==> src/design/clock_page_replacement_assert.svh <==
// ----------------------------------------------------------------------------
// Clock page replacement assertion macros
// Shared property forms used by the block's concurrent checks.
// ----------------------------------------------------------------------------
`ifndef CLOCK_PAGE_REPLACEMENT_ASSERT_SVH
`define CLOCK_PAGE_REPLACEMENT_ASSERT_SVH

// same-cycle implication
`define CRP_ASSERT_NOW(label, ante, cons, msg) \
   label: assert property (@(posedge clock) disable iff (reset) (ante) |-> (cons)) \
      else $error(msg);

// next-cycle implication
`define CRP_ASSERT_NEXT(label, ante, cons, msg) \
   label: assert property (@(posedge clock) disable iff (reset) (ante) |=> (cons)) \
      else $error(msg);

`endif

==> src/design/crp_pkg.sv <==
// ----------------------------------------------------------------------------
// Clock page replacement package
// Shared widths, register codes, sequencer states and control structs.
// ----------------------------------------------------------------------------
package crp_pkg;

   localparam int PAGE_BITS      = 16;
   localparam int IDX_OUT_BITS   = 4;
   localparam int FAULT_BITS     = 16;
   localparam int FIU_BITS       = 5;
   localparam int REQ_TDATA_BITS = 16;
   localparam int RSP_TDATA_BITS = 40;
   localparam int CSR_ADDR_BITS  = 3;
   localparam int CSR_DATA_BITS  = 32;

   localparam logic [FIU_BITS-1:0]   FIU_RESET = 5'd16;
   localparam logic [FAULT_BITS-1:0] FAULT_MAX = '1;

   // register index, taken from paddr[2]
   localparam logic REG_FRAMES_IN_USE = 1'b0;

   typedef enum logic [2:0] {
      ST_IDLE,
      ST_LOOKUP,
      ST_SWEEP,
      ST_EVICT,
      ST_OUT
   } crp_state_type;

   typedef struct packed {
      logic req_valid;
      logic lk_hit;
      logic lk_miss;
      logic ref_set;
      logic rsp_free;
   } crp_stat_type;

   typedef struct packed {
      logic req_ready;
      logic lookup;
      logic do_hit;
      logic sweep_clear;
      logic do_evict;
      logic load_rsp;
   } crp_ctrl_type;

endpackage

==> src/design/crp_page_ram.sv <==
// ----------------------------------------------------------------------------
// Page store
// One write port, one registered read port; contents undefined until written.
// ----------------------------------------------------------------------------
module crp_page_ram #(
   parameter int DEPTH = 16,
   parameter int AW    = 4,
   parameter int DW    = 16
) (
   input  logic          clock,
   input  logic          wr_en,
   input  logic [AW-1:0] wr_addr,
   input  logic [DW-1:0] wr_data,
   input  logic [AW-1:0] rd_addr,
   output logic [DW-1:0] rd_data
);

   logic [DW-1:0] mem [DEPTH];
   logic [DW-1:0] rd_data_ff;

   always_ff @(posedge clock) begin
      if (wr_en) begin
         mem[wr_addr] <= wr_data;
      end
   end

   always_ff @(posedge clock) begin
      rd_data_ff <= mem[rd_addr];
   end

   assign rd_data = rd_data_ff;

endmodule

==> src/design/crp_unit.sv <==
// ----------------------------------------------------------------------------
// Clock page replacement step unit
// Page compare and wrapping frame increment, shared by lookup, sweep and update.
// ----------------------------------------------------------------------------
module crp_unit
   import crp_pkg::*;
#(
   parameter int HW = 4
) (
   input  logic [HW-1:0]        idx,
   input  logic [HW-1:0]        last_idx,
   input  logic [PAGE_BITS-1:0] page_a,
   input  logic [PAGE_BITS-1:0] page_b,
   output logic                 eq,
   output logic                 at_last,
   output logic [HW-1:0]        nxt
);

   always_comb begin
      eq      = (page_a == page_b);
      at_last = (idx == last_idx);
      nxt     = at_last ? '0 : HW'(idx + 1'b1);
   end

endmodule

==> src/design/crp_seq.sv <==
// ----------------------------------------------------------------------------
// Clock page replacement sequencer
// Steps one transaction through lookup, sweep, eviction and result hand-off.
// ----------------------------------------------------------------------------
module crp_seq
   import crp_pkg::*;
(
   input  logic         clock,
   input  logic         reset,
   input  crp_stat_type stat,
   output crp_ctrl_type ctrl,
   output crp_state_type state
);

   crp_state_type state_ff, state_in;

   always_ff @(posedge clock) begin
      if (reset) begin
         state_ff <= ST_IDLE;
      end else begin
         state_ff <= state_in;
      end
   end

   always_comb begin
      state_in = state_ff;
      case (state_ff)
         ST_IDLE: begin
            if (stat.req_valid) state_in = ST_LOOKUP;
         end
         ST_LOOKUP: begin
            if (stat.lk_hit) state_in = ST_OUT;
            else if (stat.lk_miss) state_in = ST_SWEEP;
         end
         ST_SWEEP: begin
            if (!stat.ref_set) state_in = ST_EVICT;
         end
         ST_EVICT: begin
            state_in = ST_OUT;
         end
         ST_OUT: begin
            if (stat.rsp_free) state_in = ST_IDLE;
         end
         default: begin
            state_in = ST_IDLE;
         end
      endcase
   end

   always_comb begin
      ctrl = '0;
      case (state_ff)
         ST_IDLE: begin
            ctrl.req_ready = 1'b1;
         end
         ST_LOOKUP: begin
            ctrl.lookup = 1'b1;
            ctrl.do_hit = stat.lk_hit;
         end
         ST_SWEEP: begin
            ctrl.sweep_clear = stat.ref_set;
         end
         ST_EVICT: begin
            ctrl.do_evict = 1'b1;
         end
         ST_OUT: begin
            ctrl.load_rsp = stat.rsp_free;
         end
         default: begin
            ctrl = '0;
         end
      endcase
   end

   assign state = state_ff;

endmodule

==> src/design/clock_page_replacement.sv <==
// ----------------------------------------------------------------------------
// Clock page replacement
// Second-chance frame allocator with saturating fault count.
// ----------------------------------------------------------------------------
// Each req transaction carries one page reference (tlast marks the final one
// of a sequence and is echoed on rsp). The block answers with one rsp
// transaction: hit flag in tuser, and frame, eviction and fault total in tdata.
// One transaction is in work at a time; req_tready is high only when idle.
// Lookup walks the page store one frame per cycle through its registered read
// port. A hit goes from lookup straight to the output state; a miss goes on
// through the sweep, which clears set reference bits and advances the hand
// until it meets a clear one, then through eviction and output.
// The result waits in the rsp register while rsp_tready is low; the block is
// idle again once the result has moved into that register.
// Reset empties all frames, clears reference bits, hand and fault count, and
// sets frames_in_use to 16. The user writes frames_in_use over csr byte address
// 0, only while no transaction is in work; the block does not enforce this.
// ----------------------------------------------------------------------------
`include "clock_page_replacement_assert.svh"

module clock_page_replacement
   import crp_pkg::*;
#(
   parameter int MAX_FRAMES = 16
) (
   input  logic                      clock,
   input  logic                      reset,
   input  logic                      req_tvalid,
   output logic                      req_tready,
   input  logic [REQ_TDATA_BITS-1:0] req_tdata,   // [15:0] page
   input  logic                      req_tlast,
   output logic                      rsp_tvalid,
   input  logic                      rsp_tready,
   // [3:0] frame_index, [4] evicted_valid, [20:5] evicted_page,
   // [36:21] fault_total, [39:37] zero
   output logic [RSP_TDATA_BITS-1:0] rsp_tdata,
   output logic                      rsp_tuser,   // [0] hit
   output logic                      rsp_tlast,
   input  logic                      csr_psel,
   input  logic                      csr_penable,
   input  logic                      csr_pwrite,
   input  logic [CSR_ADDR_BITS-1:0]  csr_paddr,
   input  logic [CSR_DATA_BITS-1:0]  csr_pwdata,
   output logic [CSR_DATA_BITS-1:0]  csr_prdata,
   output logic                      csr_pready
);

   localparam int HW   = (MAX_FRAMES > 1) ? $clog2(MAX_FRAMES) : 1;
   localparam int CW   = $clog2(MAX_FRAMES + 1);
   localparam int CMPW = (CW > FIU_BITS) ? CW : FIU_BITS;

   crp_stat_type  stat;
   crp_ctrl_type  ctrl;
   crp_state_type state;

   logic [FIU_BITS-1:0]   fiu_ff, fiu_in;
   logic [PAGE_BITS-1:0]  page_ff, page_in;
   logic                  last_ff, last_in;
   logic [CW-1:0]         scan_ff, scan_in;
   logic                  cmp_pend_ff, cmp_pend_in;
   logic [HW-1:0]         cmp_idx_ff, cmp_idx_in;
   logic [HW-1:0]         hand_ff, hand_in;
   logic [MAX_FRAMES-1:0] valid_ff, valid_in;
   logic [MAX_FRAMES-1:0] ref_ff, ref_in;
   logic [FAULT_BITS-1:0] fault_ff, fault_in;

   logic                  res_hit_ff, res_hit_in;
   logic [HW-1:0]         res_slot_ff, res_slot_in;
   logic                  res_evv_ff, res_evv_in;
   logic [PAGE_BITS-1:0]  res_evp_ff, res_evp_in;
   logic [FAULT_BITS-1:0] res_fault_ff, res_fault_in;

   logic                      rsp_tvalid_ff, rsp_tvalid_in;
   logic [RSP_TDATA_BITS-1:0] rsp_tdata_ff, rsp_tdata_in;
   logic                      rsp_tuser_ff, rsp_tuser_in;
   logic                      rsp_tlast_ff, rsp_tlast_in;

   logic [CW-1:0]         count;
   logic [HW-1:0]         last_idx;
   logic [CMPW-1:0]       fiu_ext;
   logic                  req_fire;
   logic                  csr_wr;
   logic                  issue_ok;
   logic [HW-1:0]         unit_idx;
   logic                  unit_eq;
   logic                  unit_at_last;
   logic [HW-1:0]         unit_nxt;
   logic [HW-1:0]         ram_raddr;
   logic [PAGE_BITS-1:0]  ram_rdata;
   logic [FAULT_BITS-1:0] fault_inc;

   // active frame count, clamped to 1..MAX_FRAMES
   always_comb begin
      fiu_ext = CMPW'(fiu_ff);
      if (fiu_ff == '0) begin
         count = CW'(1);
      end else if (fiu_ext > CMPW'(MAX_FRAMES)) begin
         count = CW'(MAX_FRAMES);
      end else begin
         count = CW'(fiu_ff);
      end
      last_idx = HW'(count - 1'b1);
   end

   assign unit_idx  = cmp_pend_ff ? cmp_idx_ff : hand_ff;
   assign ram_raddr = ctrl.lookup ? scan_ff[HW-1:0] : hand_ff;

   crp_unit #(
      .HW (HW)
   ) u_unit (
      .idx      (unit_idx),
      .last_idx (last_idx),
      .page_a   (ram_rdata),
      .page_b   (page_ff),
      .eq       (unit_eq),
      .at_last  (unit_at_last),
      .nxt      (unit_nxt)
   );

   crp_page_ram #(
      .DEPTH (MAX_FRAMES),
      .AW    (HW),
      .DW    (PAGE_BITS)
   ) u_page_ram (
      .clock   (clock),
      .wr_en   (ctrl.do_evict),
      .wr_addr (hand_ff),
      .wr_data (page_ff),
      .rd_addr (ram_raddr),
      .rd_data (ram_rdata)
   );

   always_comb begin
      stat.req_valid = req_tvalid;
      stat.lk_hit    = cmp_pend_ff && valid_ff[cmp_idx_ff] && unit_eq;
      stat.lk_miss   = cmp_pend_ff && !stat.lk_hit && unit_at_last;
      stat.ref_set   = ref_ff[hand_ff];
      stat.rsp_free  = !rsp_tvalid_ff || rsp_tready;
   end

   crp_seq u_seq (
      .clock (clock),
      .reset (reset),
      .stat  (stat),
      .ctrl  (ctrl),
      .state (state)
   );

   assign req_tready = ctrl.req_ready;
   assign req_fire   = req_tvalid && ctrl.req_ready;
   assign csr_wr     = csr_psel && csr_penable && csr_pwrite && csr_pready;
   assign issue_ok   = (scan_ff != count);
   assign fault_inc  = (fault_ff == FAULT_MAX) ? fault_ff : fault_ff + 1'b1;

   always_comb begin
      fiu_in       = fiu_ff;
      page_in      = page_ff;
      last_in      = last_ff;
      scan_in      = scan_ff;
      cmp_pend_in  = 1'b0;
      cmp_idx_in   = cmp_idx_ff;
      hand_in      = hand_ff;
      valid_in     = valid_ff;
      ref_in       = ref_ff;
      fault_in     = fault_ff;
      res_hit_in   = res_hit_ff;
      res_slot_in  = res_slot_ff;
      res_evv_in   = res_evv_ff;
      res_evp_in   = res_evp_ff;
      res_fault_in = res_fault_ff;

      if (csr_wr && csr_paddr[2] == REG_FRAMES_IN_USE) begin
         fiu_in = csr_pwdata[FIU_BITS-1:0];
      end

      if (req_fire) begin
         page_in = req_tdata[PAGE_BITS-1:0];
         last_in = req_tlast;
         scan_in = '0;
         if (CW'(hand_ff) >= count) begin
            hand_in = '0;
         end
      end

      if (ctrl.lookup && issue_ok) begin
         scan_in     = CW'(scan_ff + 1'b1);
         cmp_idx_in  = scan_ff[HW-1:0];
         cmp_pend_in = !(stat.lk_hit || stat.lk_miss);
      end

      if (ctrl.do_hit) begin
         ref_in[cmp_idx_ff] = 1'b1;
         hand_in            = unit_nxt;
         res_hit_in         = 1'b1;
         res_slot_in        = cmp_idx_ff;
         res_evv_in         = 1'b0;
         res_evp_in         = '0;
         res_fault_in       = fault_ff;
      end

      if (ctrl.sweep_clear) begin
         ref_in[hand_ff] = 1'b0;
         hand_in         = unit_nxt;
      end

      if (ctrl.do_evict) begin
         valid_in[hand_ff] = 1'b1;
         ref_in[hand_ff]   = 1'b1;
         hand_in           = unit_nxt;
         fault_in          = fault_inc;
         res_hit_in        = 1'b0;
         res_slot_in       = hand_ff;
         res_evv_in        = valid_ff[hand_ff];
         res_evp_in        = valid_ff[hand_ff] ? ram_rdata : '0;
         res_fault_in      = fault_inc;
      end
   end

   always_comb begin
      rsp_tvalid_in = rsp_tvalid_ff && !rsp_tready;
      rsp_tdata_in  = rsp_tdata_ff;
      rsp_tuser_in  = rsp_tuser_ff;
      rsp_tlast_in  = rsp_tlast_ff;
      if (ctrl.load_rsp) begin
         rsp_tvalid_in = 1'b1;
         rsp_tdata_in  = {3'b000, res_fault_ff, res_evp_ff, res_evv_ff,
                          IDX_OUT_BITS'(res_slot_ff)};
         rsp_tuser_in  = res_hit_ff;
         rsp_tlast_in  = last_ff;
      end
   end

   always_ff @(posedge clock) begin
      if (reset) begin
         fiu_ff        <= FIU_RESET;
         cmp_pend_ff   <= 1'b0;
         hand_ff       <= '0;
         valid_ff      <= '0;
         ref_ff        <= '0;
         fault_ff      <= '0;
         rsp_tvalid_ff <= 1'b0;
      end else begin
         fiu_ff        <= fiu_in;
         cmp_pend_ff   <= cmp_pend_in;
         hand_ff       <= hand_in;
         valid_ff      <= valid_in;
         ref_ff        <= ref_in;
         fault_ff      <= fault_in;
         rsp_tvalid_ff <= rsp_tvalid_in;
      end
   end

   always_ff @(posedge clock) begin
      page_ff      <= page_in;
      last_ff      <= last_in;
      scan_ff      <= scan_in;
      cmp_idx_ff   <= cmp_idx_in;
      res_hit_ff   <= res_hit_in;
      res_slot_ff  <= res_slot_in;
      res_evv_ff   <= res_evv_in;
      res_evp_ff   <= res_evp_in;
      res_fault_ff <= res_fault_in;
      rsp_tdata_ff <= rsp_tdata_in;
      rsp_tuser_ff <= rsp_tuser_in;
      rsp_tlast_ff <= rsp_tlast_in;
   end

   assign rsp_tvalid = rsp_tvalid_ff;
   assign rsp_tdata  = rsp_tdata_ff;
   assign rsp_tuser  = rsp_tuser_ff;
   assign rsp_tlast  = rsp_tlast_ff;

   assign csr_pready = 1'b1;
   assign csr_prdata = (csr_paddr[2] == REG_FRAMES_IN_USE) ?
                       CSR_DATA_BITS'(fiu_ff) : '0;

   `CRP_ASSERT_NOW(a_hand_in_range, state == ST_OUT, CW'(hand_ff) < count,
                   "hand beyond active frames")
   `CRP_ASSERT_NEXT(a_evict_marks_slot, state == ST_EVICT,
                    valid_ff[res_slot_ff] && ref_ff[res_slot_ff],
                    "replaced frame not marked")
   `CRP_ASSERT_NEXT(a_fault_monotonic, 1'b1, fault_ff >= $past(fault_ff),
                    "fault count decreased")

endmodule
==> config.mk <==
export PLATFORM = sky130hd
export DESIGN_NAME = clock_page_replacement
export DESIGN_NICKNAME = d
export VERILOG_FILES = /design/src/design/crp_pkg.sv /design/src/design/crp_page_ram.sv /design/src/design/crp_unit.sv /design/src/design/crp_seq.sv /design/src/design/clock_page_replacement.sv
export VERILOG_INCLUDE_DIRS = /design/src /design/src/design
export SDC_FILE = /design/constraint.sdc
export NUM_CORES = 1
export LEC_CHECK = 0
export ABC_CLOCK_PERIOD_IN_PS = 8200
export BUFFER_PORTS_ARGS = -buffer_cell sky130_fd_sc_hd__buf_4
export CAP_MARGIN = 30
export CORE_MARGIN = 1
export CORE_UTILIZATION = 56
export DETAILED_ROUTE_END_ITERATION = 10
export GPL_ROUTABILITY_DRIVEN = 0
export PLACE_DENSITY = 0.78
export SYNTH_ARGS = -nofsm -noshare
export SYNTH_HDL_FRONTEND = slang
export SYNTH_SLANG_ARGS = --single-unit
==> constraint.sdc <==
create_clock -name clock -period 8.2 [get_ports clock]
set_clock_uncertainty 0.2 [all_clocks]
set_input_delay 1.23 -clock clock [delete_from_list [all_inputs] [get_ports clock]]
set_output_delay 1.23 -clock clock [all_outputs]
set_load 0.1 [all_outputs]
* Word-level counts from Yosys, hierarchy flattened
Memory sizes are Yosys's and may differ from the RTL's. A register that Yosys moved wholly into a read port is not among the register bits.
Index checks and enable logic that the tools add are counted.
** Storage, ports and cells
- Output and inout bits :: 77
- Memories kept :: 1
- Input port bits :: 59
- Memory bits (writable) :: 256
- Register bits :: 165
** Cells by class
- Mux-type cells :: 50
- Equal/unequal tests :: 12
- Bitwise gates (word level) :: 7
- $add $sub $neg :: 4
- Reductions and logical operators :: 27
- Order comparisons :: 6
** Memories
- u_page_ram.mem :: words 16, width 16, read ports 1, clocked after memory_dff 1, wr ports 1, line crp_page_ram.sv:18 : logic [DW-1:0] mem [DEPTH];
** Operators by type and width (count)
- 2-to-1 mux 16 bit :: 9
- OR 16 bit :: 3
- 2-to-1 mux 4 bit :: 10
- 2-to-1 mux 5 bit :: 5
- adder 16 x 1 -> 16 bit (second input constant) :: 1
- AND 16 bit :: 1
- == test 16 bit :: 1
- == test 16 bit (second input constant) :: 1
- NOT 16 bit :: 1
- 2-to-1 mux 3 bit :: 5
- case mux 3 bit (5 select lines) :: 1
- 2-to-1 mux 1 bit :: 14
- binary-select mux 1 bit (select 4 bit) :: 3
- logical AND 1 bit :: 12
- less-than comparator 4 x 5 -> 1 bit (second input constant) :: 2
- demux 1 bit (select 4 bit) :: 2
- greater-or-equal comparator 4 x 1 -> 1 bit (second input constant) :: 2
- nonzero test 4 bit :: 2
- == test 3 x 2 -> 1 bit (second input constant) :: 2
- adder 5 x 1 -> 5 bit (second input constant) :: 1
- greater-or-equal comparator 4 x 5 -> 1 bit :: 1
- > comparator 5 bit (second input constant) :: 1
- logical NOT 5 bit :: 1
- inequality test 5 bit :: 1
- 17 further kinds :: 24

* Logic depth before layout (Yosys ltp)
- Word-level depth :: 10
- Gate-level depth with buffers :: 11

* Cells and area by module
From an unflattened synthesis, not the netlist that was laid out.
** Second synthesis, totals
- Cell total of the unflattened synthesis :: 1060
- Area total of the unflattened synthesis :: 17395.4 um^2
** Modules (own cells, without submodules)
- crp_page_ram :: area an instance 10043.4 um^2, times used 1, cells each 432
- clock_page_replacement :: area an instance 6856.6 um^2, times used 1, cells each 569
- crp_unit :: area an instance 280.3 um^2, times used 1, cells each 34
- crp_seq :: area an instance 215.2 um^2, times used 1, cells each 25

* Least setup slack after synthesis
Ideal clock, no wire load.
- Path kind :: register -> output
- Start :: register u_seq.state_ff[1], in the netlist u_seq.state[1]
- End :: output req_tready
- Setup slack :: 4.179 ns
- Arrival :: 2.591 ns
- Buffers on the path :: 1
- Cell stages (with the launch flop) :: 3
- Cells stage by stage :: dfxtp_1 clkbuf_1 nor3_1
** On the way
- Cells in the longest elaborated chain, start to end :: 2
** Ends and longest elaborated chain
- start, declared :: line crp_seq.sv:15 : crp_state_type state_ff, state_in;
- start signal, assigned :: line crp_seq.sv:21 : state_ff <= state_in;
- logical NOT 3 bit :: line crp_seq.sv:52 : case (state_ff)
- 2-to-1 mux 1 bit :: line crp_seq.sv:52
- end, declared :: line clock_page_replacement.sv:29 : output logic req_tready,
Every way passes these cells.

* Worst setup path in the final report
- Start :: register page_ff[9]
- End :: register res_evp_ff[10] (enable)
** On the way
- Cells in the longest elaborated chain, start to end :: 4
** Ends and longest elaborated chain
- start, declared :: line clock_page_replacement.sv:57 : logic [PAGE_BITS-1:0] page_ff, page_in;
- start signal, assigned :: line clock_page_replacement.sv:254 : page_ff <= page_in;
- == test 16 bit :: line crp_unit.sv:20 : eq = (page_a == page_b);
- logical AND 1 bit :: line clock_page_replacement.sv:135 : stat.lk_hit = cmp_pend_ff && valid_ff[cmp_idx_ff] && unit_eq;
- 2-to-1 mux 2 bit :: line crp_seq.sv:52
- nonzero test 2 bit (no source line)
- end signal, assigned :: line clock_page_replacement.sv:261 : res_evp_ff <= res_evp_in;
- end, declared :: line clock_page_replacement.sv:70 : logic [PAGE_BITS-1:0] res_evp_ff, res_evp_in;
Every way passes these cells.
A chain may end at the register's enable or synchronous reset.

==> run metrics <==
Max Cap Viol 0; CTS clk-pin slew, worst paths 0.06 ns; Worst Path Required slightly above 8 ns; multi-input logic area around 0.0046 sq mm; number of synthesized register bits between 400 and 500; # rows 63; most used flip-flop cell after synthesis edfxtp_1; core area between 0.02 and 0.03 sq mm; final hold slack 0.215 ns; CTS tree done; Final min period 3.87 ns; total CTS buffers 44; top-count cell post-synth edfxtp_1; via count between 9000 and 10000; DR DRC count 0; Critical R2R Launch page_ff[9]; placed cells 1468; Sequential Area roughly 0.012 sq mm; Arrival @ worst endpoint approximately 3.9 ns; Final Cell Area between 0.015 and 0.02 sq mm; post-CTS sizing 0; Syn Inst Count around 1000; cell area power density ~240 mW/mm^2; vias in the first global route 9218; placed inst area 0.0182 sq mm; Bufs and invs on worst path 2; Area Overhead vs Synth 14.1%; first-pass GRT wire length 54100 um; Max Fanout on Critical Path 35; antenna diode count 0; number of flops mapped to enable cells by yosys around 360; Synth top cells by count 358 x edfxtp_1, 94 x nor2_1, 79 x dfxtp_1, 75 x mux4_2, 45 x nand2_1; fillers ~2000; slew margin rel. 0.253; top cell type's share of synthesized area 0.625; gr usage total 0.234; CP startpoint page_ff[9]; Clock Sinks around 440; Slew @ Worst Pin 1.12 ns; share of cells above drive strength 1 0.238; Clk Latency, worst-skew pair between 0.5 and 0.6 ns; crit-path cells xnor2_1 -> nand4_1 -> nor4_1 -> and4b_1 -> nor2_1 -> inv_1 -> buf_4; vias per cell between 6 and 7; Critical Path Sink Type flop; Post-CTS Setup Bufs 0; Fmax roughly 0.26 GHz; Routed WL per cell between 20 and 25 um; slack of the critical path 4.33 ns; CTS root buf clkbuf_16; kind of cell adding the most delay to the critical path simple AND/OR/NAND/NOR gates; crit start category flop; Final Cycle Share 0.472; Final Hold Viols 0; H-tree Lvls 2; Post-Syn Area roughly 0.017 sq mm; Yosys warnings 0; Die Y 177 um; initial antenna violation count 0; CTS Hold Bufs 0; post-synthesis async set-or-reset flop share 0; Hold Crit Class flop to flop; ANT nets after route 0; overflow left after global routing 0; IO buf count 75; final WL roughly 36000 um; # IOs ~140; Seq/Total Area, Yosys 0.717; Pins Over Slew Limit 0; endpoints failing setup 0; critical setup path kind flop to flop; main area contributors after synthesis edfxtp_1 63%, mux4_2 9.8%, dfxtp_1 9.2%, nor2_1 2.1%, a22oi_1 1.4%; total die area between 0.03 and 0.04 sq mm; Util after Layout 0.655; Longest Clk Path Bufs 3; static leakage a little under 7 nW; status complete, no violations; dpl ws roughly 4.5 ns; post-DP HPWL 21000 um; Total Nets Final around 1200; largest net degree at the start of global routing between 60 and 70; maximum VDD drop about 0.20 mV; Critical Path Slowest Stage Cell and4b_1; RSZ-0062 raised after global routing false; Worst path max stage delay between 0.8 and 0.9 ns; setup TNS 0 ns; synth unique cells 63; cell taking the most area after synthesis edfxtp_1; Hold Startpoint res_evp_ff[10]; die width approximately 180 um; Cell Count, Final, Fillers Out between 1500 and 2000; 1st-iter DRT viols between 900 and 1000; Initial DRT Pass Iterations 6; Initial Util 0.574; post-synthesis area per instance about 17 sq um; Tot Pwr roughly 4.7 mW
## placed cells by master (no fill, tap or decap), types with 3 or more instances in the layout
cell type / count
edfxtp_1: 358
buf_4: 96
dfxtp_1: 79
mux4_2: 75
nor2_1: 74
nand2_1: 45
clkbuf_16: 44
a22oi_1: 32
conb_1: 31
xnor2_1: 27
nor2b_1: 25
and3_1: 22
nand3_1: 20
nor2_2: 20
nor3_1: 15
a21oi_1: 12
xor2_1: 11
mux2i_1: 11
inv_1: 10
clkbuf_1: 10
clkbuf_8: 10
nand4_1: 8
a221oi_1: 8
ha_1: 8
nand2b_1: 7
o21ai_0: 7
a311oi_1: 6
a31oi_1: 5
mux2_2: 5
clkinv_1: 5
clkinv_2: 5
and4_1: 4
o41ai_1: 4
or3_1: 3
a21o_1: 3
o31a_1: 3
a211oi_1: 3
o311ai_0: 3
## cell type report
cell class	instances	share of cell area
clock buffer	64	0.0650
clock inverter	17	0.00899
inverter	11	0.00210
multi-input combinational	533	0.232
sequential	437	0.628
tap	390	0.0249
timing repair buffer	98	0.0383
## registers in the layout, indices dropped and copies added, names as in the netlist, 5 cells and up
register and count:
u_page_ram.mem 256, rsp_tdata 37, fault_ff 16, page_ff 16, ref_ff 16, res_evp_ff 16, res_fault_ff 16, u_page_ram.rd_data 16
valid_ff 16, fiu_ext 5, scan_ff 5
## report_power, final
| group | internal (mW) | switching [mW] | leakage, nW |
|---|---|---|---|
| clock | 1.15 | 0.817 | 0.708 |
| combinational | 0.0863 | 0.160 | 2.22 |
| sequential | 2.42 | 0.0539 | 3.89 |
| total | 3.66 | 1.03 | 6.82 |
## final timing paths
path,slack (ns),end,cells after the start
setup reg to reg,4.33,res_evp_ff[10],7
hold reg to reg,0.22,rsp_tdata[15],0
hold / removal,0.22,rsp_tdata[15],0
setup / recovery,4.33,res_evp_ff[10],7
## cell families (layout without fill, tap and decap cells)
group | after synthesis | after routing | synth area share
compound gates | 102 | 102 | 0.0442
xor+xnor | 39 | 39 | 0.0207
fa+ha+maj | 8 | 8 | 0.00582
buf+inv | 92 | 190 | 0.0286
flops | 437 | 437 | 0.717
mux | 91 | 91 | 0.108
other cells | 2 | 31 | 0.000437
simple gates | 262 | 262 | 0.0753
## layer usage
metal | part of all wire | track usage | vias up
met1 | 0.40 | 0.314 | 4729
met2 | 0.48 | 0.381 | 472
li1 | - | - | 4158
met5 | 0 | 0 | -
met4 | 0.033 | 0.0930 | 0
met3 | 0.084 | 0.0419 | 102
## worst register-to-register path, cell delays in order, from the launching register on
cell	delay (ns)
edfxtp_1	0.63
xnor2_1	0.39
nand4_1	0.22
nor4_1	0.55
and4b_1	0.81
nor2_1	0.13
inv_1	0.15
buf_4	0.41
Power figures use the tool's default switching activity.
